## config.mk

```make
export PLATFORM = sky130hd
export DESIGN_NAME = bmpd_raster
export DESIGN_NICKNAME = d
export VERILOG_FILES = /design/src/bmpd_pkg.sv /design/src/bmpd_raster.sv
export VERILOG_INCLUDE_DIRS = /design/src /design/src/src
export SDC_FILE = /design/constraint.sdc
export NUM_CORES = 1
export LEC_CHECK = 0
export BUFFER_PORTS_ARGS = -buffer_cell sky130_fd_sc_hd__buf_2
export CORE_MARGIN = 2
export CORE_UTILIZATION = 57
export DETAILED_ROUTE_END_ITERATION = 8
export PLACE_DENSITY = 0.91
export SLEW_MARGIN = 20
export SYNTH_ARGS = -nofsm -noshare
export SYNTH_HDL_FRONTEND = slang
export SYNTH_SLANG_ARGS = --single-unit
```

## constraint.sdc

```tcl
create_clock -name aclk -period 7.7 [get_ports aclk]
set_input_delay 1.155 -clock aclk [delete_from_list [all_inputs] [get_ports aclk]]
set_output_delay 1.155 -clock aclk [all_outputs]
set_load 0.01 [all_outputs]
```

## src/bmp_pixel_stream_decoder_top_macros.svh

```systemverilog
`ifndef BMP_PIXEL_STREAM_DECODER_TOP_MACROS_SVH
`define BMP_PIXEL_STREAM_DECODER_TOP_MACROS_SVH

// same-cycle implication, off during reset
`define BMPD_ASSERT_NOW(lbl, clk, rstn, ante, cons, msg) \
    lbl: assert property (@(posedge clk) disable iff (!rstn) (ante) |-> (cons)) \
        else $error(msg);

// next-cycle implication, off during reset
`define BMPD_ASSERT_NEXT(lbl, clk, rstn, ante, cons, msg) \
    lbl: assert property (@(posedge clk) disable iff (!rstn) (ante) |=> (cons)) \
        else $error(msg);

`endif

```

## src/bmpd_pkg.sv

```systemverilog
`default_nettype none

package bmpd_pkg;

    localparam int MAX_WIDTH_DEF       = 4096;
    localparam int MAX_HEIGHT_DEF      = 4096;
    localparam int PALETTE_ENTRIES_DEF = 256;

    localparam int CFG_INDEX_W = 3;
    localparam int CFG_DATA_W  = 13;
    localparam int DIM_W       = 13;
    localparam int COORD_W     = 12;
    localparam int ENTRY_W     = 32;

    typedef enum logic [1:0] {
        CMD_RESTART = 2'd0,
        CMD_PALETTE = 2'd1,
        CMD_PIXEL   = 2'd2
    } cmd_t;

    typedef enum logic [1:0] {
        MODE_PAL8   = 2'd0,
        MODE_BGR24  = 2'd1,
        MODE_BGRA32 = 2'd2
    } mode_t;

    typedef enum logic [CFG_INDEX_W-1:0] {
        CFG_PIXEL_MODE    = 3'd0,
        CFG_IMAGE_WIDTH   = 3'd1,
        CFG_IMAGE_HEIGHT  = 3'd2,
        CFG_PAL_HAS_ALPHA = 3'd3,
        CFG_DEFAULT_ALPHA = 3'd4
    } cfg_idx_t;

    typedef struct packed {
        logic [1:0]       pixel_mode;
        logic [DIM_W-1:0] image_width;
        logic [DIM_W-1:0] image_height;
        logic             palette_has_alpha;
        logic [7:0]       default_alpha;
    } cfg_t;

    typedef struct packed {
        logic               is_pal;
        logic [1:0]         lane;
        logic [7:0]         data;
        logic               set_opaque;
        logic               use_palette;
        logic               pal_hit;
        logic [COORD_W-1:0] x;
        logic [COORD_W-1:0] y;
        logic               done;
        logic [7:0]         red;
        logic [7:0]         green;
        logic [7:0]         blue;
        logic [7:0]         alpha;
    } req_t;

endpackage

`default_nettype wire

```

## src/bmpd_raster.sv

```systemverilog
`default_nettype none

`include "bmp_pixel_stream_decoder_top_macros.svh"

module bmpd_raster #(
    parameter int MAX_WIDTH       = bmpd_pkg::MAX_WIDTH_DEF,
    parameter int MAX_HEIGHT      = bmpd_pkg::MAX_HEIGHT_DEF,
    parameter int PALETTE_ENTRIES = bmpd_pkg::PALETTE_ENTRIES_DEF,
    localparam int AW             = $clog2(PALETTE_ENTRIES)
) (
    input  wire logic            aclk,
    input  wire logic            aresetn,
    input  wire logic            accept,
    input  wire logic [1:0]      cmd,
    input  wire logic [7:0]      data_byte,
    input  wire bmpd_pkg::cfg_t  cfg,
    output logic                 req_valid,
    output bmpd_pkg::req_t       req,
    output logic [AW-1:0]        ram_addr
);

    localparam int DMAX    = (1 << bmpd_pkg::DIM_W) - 1;
    localparam int WMAX    = (MAX_WIDTH < DMAX) ? MAX_WIDTH : DMAX;
    localparam int HMAX    = (MAX_HEIGHT < DMAX) ? MAX_HEIGHT : DMAX;
    localparam int COL_W   = (WMAX > 1) ? $clog2(WMAX) : 1;
    localparam int ROW_W   = (HMAX > 1) ? $clog2(HMAX) : 1;
    localparam int XE_W    = COL_W + bmpd_pkg::COORD_W;
    localparam int YE_W    = ROW_W + bmpd_pkg::COORD_W;
    localparam int PC_W    = $clog2(PALETTE_ENTRIES * 4 + 1);
    localparam int PROD_W  = PC_W + 11;
    localparam int RECIP3  = 683;
    localparam int RSHIFT  = 11;
    localparam logic [PC_W-1:0] LIM4 = PC_W'(PALETTE_ENTRIES * 4);
    localparam logic [PC_W-1:0] LIM3 = PC_W'(PALETTE_ENTRIES * 3);

    logic [PC_W-1:0]  pal_cnt_reg, pal_cnt_next;
    logic [1:0]       bip_reg, bip_next;
    logic [23:0]      partial_reg, partial_next;
    logic [COL_W-1:0] col_reg, col_next;
    logic [ROW_W-1:0] row_reg, row_next;
    logic [1:0]       pad_reg, pad_next;
    logic             fin_reg, fin_next;

    logic [bmpd_pkg::DIM_W-1:0] eff_w, eff_h, w_m1, h_m1;
    logic [PROD_W-1:0] prod3, entry3_full;
    logic [PC_W-1:0]   entry4_full, lane3_full;
    logic [AW-1:0]     pal_entry;
    logic [1:0]        pal_lane, last_byte, row_pad;
    logic [PC_W-1:0]   pal_limit;
    logic              col_last, do_next_row;
    logic [XE_W-1:0]   col_ext;
    logic [YE_W-1:0]   row_ext;

    always_comb begin
        if (cfg.image_width == '0) begin
            eff_w = bmpd_pkg::DIM_W'(1);
        end else if (32'(cfg.image_width) > 32'(MAX_WIDTH)) begin
            eff_w = bmpd_pkg::DIM_W'(MAX_WIDTH);
        end else begin
            eff_w = cfg.image_width;
        end
        if (cfg.image_height == '0) begin
            eff_h = bmpd_pkg::DIM_W'(1);
        end else if (32'(cfg.image_height) > 32'(MAX_HEIGHT)) begin
            eff_h = bmpd_pkg::DIM_W'(MAX_HEIGHT);
        end else begin
            eff_h = cfg.image_height;
        end
    end

    assign w_m1     = eff_w - bmpd_pkg::DIM_W'(1);
    assign h_m1     = eff_h - bmpd_pkg::DIM_W'(1);
    assign col_last = (bmpd_pkg::DIM_W'(col_reg) >= w_m1);
    assign col_ext  = XE_W'(col_reg);
    assign row_ext  = YE_W'(row_reg);

    // palette byte position: count / 3 by reciprocal, count / 4 by shift
    assign prod3       = PROD_W'(pal_cnt_reg) * PROD_W'(RECIP3);
    assign entry3_full = prod3 >> RSHIFT;
    assign lane3_full  = pal_cnt_reg - (PC_W'(entry3_full) << 1) - PC_W'(entry3_full);
    assign entry4_full = pal_cnt_reg >> 2;

    always_comb begin
        if (cfg.palette_has_alpha) begin
            pal_entry = entry4_full[AW-1:0];
            pal_lane  = pal_cnt_reg[1:0];
            pal_limit = LIM4;
        end else begin
            pal_entry = entry3_full[AW-1:0];
            pal_lane  = lane3_full[1:0];
            pal_limit = LIM3;
        end
    end

    always_comb begin
        unique case (bmpd_pkg::mode_t'(cfg.pixel_mode))
            bmpd_pkg::MODE_PAL8: begin
                last_byte = 2'd0;
                row_pad   = 2'd0 - eff_w[1:0];
            end
            bmpd_pkg::MODE_BGR24: begin
                last_byte = 2'd2;
                row_pad   = eff_w[1:0];
            end
            default: begin
                last_byte = 2'd3;
                row_pad   = 2'd0;
            end
        endcase
    end

    always_comb begin
        pal_cnt_next = pal_cnt_reg;
        bip_next     = bip_reg;
        partial_next = partial_reg;
        col_next     = col_reg;
        row_next     = row_reg;
        pad_next     = pad_reg;
        fin_next     = fin_reg;
        do_next_row  = 1'b0;
        req_valid    = 1'b0;
        req          = '0;
        req.data     = data_byte;
        ram_addr     = '0;

        if (accept) begin
            unique case (bmpd_pkg::cmd_t'(cmd))
                bmpd_pkg::CMD_RESTART: begin
                    pal_cnt_next = '0;
                    bip_next     = '0;
                    partial_next = '0;
                    col_next     = '0;
                    row_next     = h_m1[ROW_W-1:0];
                    pad_next     = '0;
                    fin_next     = 1'b0;
                end
                bmpd_pkg::CMD_PALETTE: begin
                    if (pal_cnt_reg < pal_limit) begin
                        req_valid      = 1'b1;
                        req.is_pal     = 1'b1;
                        req.lane       = pal_lane;
                        req.set_opaque = !cfg.palette_has_alpha && (pal_lane == 2'd0);
                        ram_addr       = pal_entry;
                        pal_cnt_next   = pal_cnt_reg + PC_W'(1);
                    end
                end
                bmpd_pkg::CMD_PIXEL: begin
                    if (fin_reg) begin
                        fin_next = fin_reg;
                    end else if (pad_reg != 2'd0) begin
                        pad_next    = pad_reg - 2'd1;
                        do_next_row = (pad_reg == 2'd1);
                    end else if (bip_reg < last_byte) begin
                        partial_next[bip_reg*8 +: 8] = data_byte;
                        bip_next = bip_reg + 2'd1;
                    end else begin
                        req_valid = 1'b1;
                        unique case (bmpd_pkg::mode_t'(cfg.pixel_mode))
                            bmpd_pkg::MODE_PAL8: begin
                                req.use_palette = 1'b1;
                                req.pal_hit     = ({1'b0, data_byte} < 9'(PALETTE_ENTRIES));
                                ram_addr        = data_byte[AW-1:0];
                            end
                            bmpd_pkg::MODE_BGR24: begin
                                req.blue  = partial_reg[7:0];
                                req.green = partial_reg[15:8];
                                req.red   = data_byte;
                                req.alpha = cfg.default_alpha;
                            end
                            default: begin
                                req.blue  = partial_reg[7:0];
                                req.green = partial_reg[15:8];
                                req.red   = partial_reg[23:16];
                                req.alpha = data_byte;
                            end
                        endcase
                        bip_next     = '0;
                        partial_next = '0;
                        req.x        = col_ext[bmpd_pkg::COORD_W-1:0];
                        req.y        = row_ext[bmpd_pkg::COORD_W-1:0];
                        if (col_last) begin
                            req.done = (row_reg == '0);
                            if (row_pad == 2'd0) begin
                                do_next_row = 1'b1;
                            end else begin
                                pad_next = row_pad;
                            end
                        end else begin
                            col_next = col_reg + COL_W'(1);
                        end
                    end
                end
                default: begin
                    fin_next = fin_reg;
                end
            endcase
        end

        if (do_next_row) begin
            col_next = '0;
            if (row_reg == '0) begin
                fin_next = 1'b1;
            end else begin
                row_next = row_reg - ROW_W'(1);
            end
        end
    end

    always_ff @(posedge aclk) begin
        if (!aresetn) begin
            pal_cnt_reg <= '0;
            bip_reg     <= '0;
            partial_reg <= '0;
            col_reg     <= '0;
            row_reg     <= '0;
            pad_reg     <= '0;
            fin_reg     <= 1'b0;
        end else begin
            pal_cnt_reg <= pal_cnt_next;
            bip_reg     <= bip_next;
            partial_reg <= partial_next;
            col_reg     <= col_next;
            row_reg     <= row_next;
            pad_reg     <= pad_next;
            fin_reg     <= fin_next;
        end
    end

    `BMPD_ASSERT_NOW(a_fin_clean, aclk, aresetn, fin_reg, (bip_reg == 2'd0) && (pad_reg == 2'd0), "finished image left a pixel or padding open")
    `BMPD_ASSERT_NOW(a_pal_cnt_range, aclk, aresetn, 1'b1, pal_cnt_reg <= LIM4, "palette byte count beyond table")

endmodule

`default_nettype wire

```

==> results.tsv <==
metric	value	unit
result of the run	finished, final reports clean	
cell area after technology mapping	6730	um2
top achievable clock speed	147	MHz
CTS hold repair buffers	0	
number of enable flip-flop cells after synthesis	0	
Synth-to-Final Area Change	14.7	%
first-pass GRT wire length	30.2	mm
area of the placeable core	11500	um2
post-route DRC violation count	0	
final number of max-transition violations	0	
wire length per cell after detailed routing	16.2	um
final non-filler cell total	1116	
Critical Path End Type	output pin	
count of clock tree sinks	64	
Detailed Route Iter0 Violations	576	
mean post-synth cell area	7.81	um2
via count	6608	
synth unique cells	77	
power per standard cell area	121	nW/um2
hold crit path type	reg -> reg	
Yosys top cell area share	19.1	%
most frequently used flop master after synthesis	sky130_fd_sc_hd__dfxtp_1	
number of warnings reported in the yosys synthesis log	0	
setup-violating endpoint count in the final report	0	
Storage cell area	1280	um2
unrepaired setup endpoints after global routing	no	
global route overflow	0	
later-pin clock latency in the skew report	0.33	ns
Die Area	12700	um2
max reg flops	24	
IR Drop Worst-Case VDD	103	uV
headroom to the max-slew limit	46.0	%
cell type contributing the most total cell area after synthesis	sky130_fd_sc_hd__dfxtp_1	
worst slew pin tran	0.807	ns
vertical die dimension	113	um
number of standard cells after synthesis	861	
startpoint-to-endpoint class of the critical path	reg -> out	
number of detailed-route iterations in the first pass	5	
#FFs+latches synth	64	
maximum fanout encountered on the critical timing path	8	
placed cell areas	7390	um2
CTS tree	built	
number of levels the H-tree was split into	3	
post-route fraction of the period consumed by the critical path	88.2	%
sequential-to-total area share from yosys stat	19.1	%
number of hold violations in the final report	0	
multi-input combinational cell area	4960	um2
DP Wirelength	14.1	mm
arrival time worst endpoint	5.64	ns
final-layout fill cell count	939	
ANT cells	0	
initial core utilization	58.6	%
number of top-level design ports	130	
port buffer count	129	
net count after synthesis	1020	
Placer Congestion	0.937	
largest net degree at the start of global routing	28	
share of layout cells above drive strength 1	17.4	%
worst hold margin	0.449	ns
vias in the first global route	6250	
remaining antenna violation count after routing	0	
net count reported at finish	1127	
row count	39	
clk slew on worst S/H paths	0.06	ns
chip width	113	um
Layout Skew	0.00774	ns
top cells by area in the synthesized netlist	sky130_fd_sc_hd__dfxtp_1, sky130_fd_sc_hd__ha_1, sky130_fd_sc_hd__fa_1	
final critical delay including setup and external delays	6.79	ns
post-cts repair resize count	0	
setup bufs post-CTS	0	
required time worst endpoint	6.55	ns
number of antenna violations at the first check in global routing	0	
global router's overall resource usage	29.0	%
standby leakage power	3.76	nW
max-cap violation count	0	
placed cell count	1100	
Core Util, Final	67.2	%
Clock Tree Root	sky130_fd_sc_hd__clkbuf_16	
Setup TNS Final	0	ns
share of synthesized registers carrying an async set or reset	0	%
final standard cell area without fillers	7710	um2
via-per-instance ratio	5.92	
Setup crit start kind	flop	
cts bufs inserted	9	
WL final	18.1	mm
maximum root-to-sink buffer count	2	
==> power breakdown <==
group          switching, W  leakage, nW  internal (W)  total, W
clock              0.000163        0.159      0.000284  0.000447
combinational     0.0000921         3.08     0.0000526  0.000145
sequential       0.00000485        0.517      0.000335  0.000340
==> Yosys cell counts (7+ instances only) <==
cell type and count:
sky130_fd_sc_hd__nor3_1 19, sky130_fd_sc_hd__fa_1 25, sky130_fd_sc_hd__o21ai_1 8, sky130_fd_sc_hd__buf_4 9
sky130_fd_sc_hd__or3_1 11, sky130_fd_sc_hd__a21oi_1 53, sky130_fd_sc_hd__o21ai_0 24, sky130_fd_sc_hd__clkbuf_1 23
sky130_fd_sc_hd__and3_1 29, sky130_fd_sc_hd__nand3_1 22, sky130_fd_sc_hd__o21a_1 11, sky130_fd_sc_hd__and2_1 39
sky130_fd_sc_hd__nand2b_1 10, sky130_fd_sc_hd__ha_1 84, sky130_fd_sc_hd__xnor2_1 25, sky130_fd_sc_hd__a31oi_1 7
sky130_fd_sc_hd__nand2_1 53, sky130_fd_sc_hd__nor2_1 106, sky130_fd_sc_hd__a211oi_1 7, sky130_fd_sc_hd__nor2b_1 11
sky130_fd_sc_hd__dfxtp_1 64, sky130_fd_sc_hd__xor2_1 11, sky130_fd_sc_hd__a22oi_1 23, sky130_fd_sc_hd__inv_1 81
sky130_fd_sc_hd__o211ai_1 7
==> routing by layer <==
layer	track usage [%]	wire length, um
met3	4.75	1200
met4	8.62	382
met5	0	0
met2	49.0	8640
met1	38.2	7900
==> cell type report <==
cell class	instances	share of cell area (%)
clock buffer	9	2.92
tap	143	2.32
inverter	83	4.04
multi-input combinational	679	64.3
sequential	64	16.6
clock inverter	7	1.25
timing repair buffer	131	8.57
==> worst paths after layout <==
| path | startpoint | to | slack, ns | cells after the start |
|---|---|---|---|---|
| worst min register to register | partial_reg[15] | partial_reg[15] | 0.45 | 2 |
| worst max register to register | col_reg[0] | row_reg[4] | 4.59 | 10 |
| worst max-delay path | pal_cnt_reg[5] | req[59] | 0.91 | 19 |
| worst min-delay path | partial_reg[15] | partial_reg[15] | 0.45 | 2 |
==> through the flow <==
stage	setup slack, ns	power [W]
final	0.905	0.000932
after global routing	0.519	0.000964
after CTS	0.867	0.000929
after detailed placement	1.27	0.000488
after global placement	1.38	0.000486
after floorplan	1.68	0.000440
==> cell families (layout without fill, tap and decap cells) <==
logic type                 count (synthesis)  in the layout  synth area share [%]
xor gates and xnor gates                  37             37                  5.02
muxes                                     10             10                  1.67
and+or+nand+nor                          336            336                  25.3
AOI/OAI and AO/OA                        187            187                  18.6
adders and majority gates                109            109                  23.1
DFF                                       64             64                  19.1
buffers and inverters                    118            230                  7.24
==> cells in the final DEF (no fill, tap or decap), types with 6 or more instances in the layout <==
cell type / netlist / routed
sky130_fd_sc_hd__nor3_1: 19 / 19
sky130_fd_sc_hd__and2_1: 39 / 39
sky130_fd_sc_hd__a31oi_1: 7 / 7
sky130_fd_sc_hd__or3_1: 11 / 11
sky130_fd_sc_hd__o21a_1: 11 / 11
sky130_fd_sc_hd__nor2b_1: 11 / 11
sky130_fd_sc_hd__nor4_1: 6 / 6
sky130_fd_sc_hd__buf_2: 2 / 129
sky130_fd_sc_hd__nand2_1: 53 / 53
sky130_fd_sc_hd__a211oi_1: 7 / 7
sky130_fd_sc_hd__xnor2_1: 25 / 25
sky130_fd_sc_hd__nand2b_1: 10 / 10
sky130_fd_sc_hd__a21oi_1: 53 / 53
sky130_fd_sc_hd__dfxtp_1: 64 / 64
sky130_fd_sc_hd__a22oi_1: 23 / 23
sky130_fd_sc_hd__xor2_1: 11 / 11
sky130_fd_sc_hd__or4_1: 6 / 6
sky130_fd_sc_hd__o21ai_1: 8 / 8
sky130_fd_sc_hd__mux2_2: 6 / 6
sky130_fd_sc_hd__o211ai_1: 7 / 7
sky130_fd_sc_hd__fa_1: 25 / 25
sky130_fd_sc_hd__nor2_1: 106 / 106
sky130_fd_sc_hd__ha_1: 84 / 84
sky130_fd_sc_hd__clkbuf_16: 0 / 9
sky130_fd_sc_hd__nand3_1: 22 / 22
sky130_fd_sc_hd__inv_1: 81 / 81
sky130_fd_sc_hd__and3_1: 29 / 29
sky130_fd_sc_hd__o21ai_0: 24 / 24
==> critical path: stages (launching register included) <==
cell and delay (ns):
sky130_fd_sc_hd__dfxtp_1 0.49, sky130_fd_sc_hd__ha_1 0.31, sky130_fd_sc_hd__ha_1 0.28, sky130_fd_sc_hd__inv_1 0.04
sky130_fd_sc_hd__fa_1 0.48, sky130_fd_sc_hd__inv_1 0.06, sky130_fd_sc_hd__fa_1 0.53, sky130_fd_sc_hd__inv_1 0.06
sky130_fd_sc_hd__fa_1 0.49, sky130_fd_sc_hd__inv_1 0.04, sky130_fd_sc_hd__ha_1 0.19, sky130_fd_sc_hd__a2111oi_0 0.50
sky130_fd_sc_hd__o21ai_1 0.13, sky130_fd_sc_hd__a21oi_1 0.21, sky130_fd_sc_hd__xnor2_1 0.22, sky130_fd_sc_hd__ha_1 0.21
sky130_fd_sc_hd__xnor3_1 0.38, sky130_fd_sc_hd__or3_1 0.34, sky130_fd_sc_hd__and4_1 0.20, sky130_fd_sc_hd__buf_2 0.13
(Power assumes the default switching activity.)
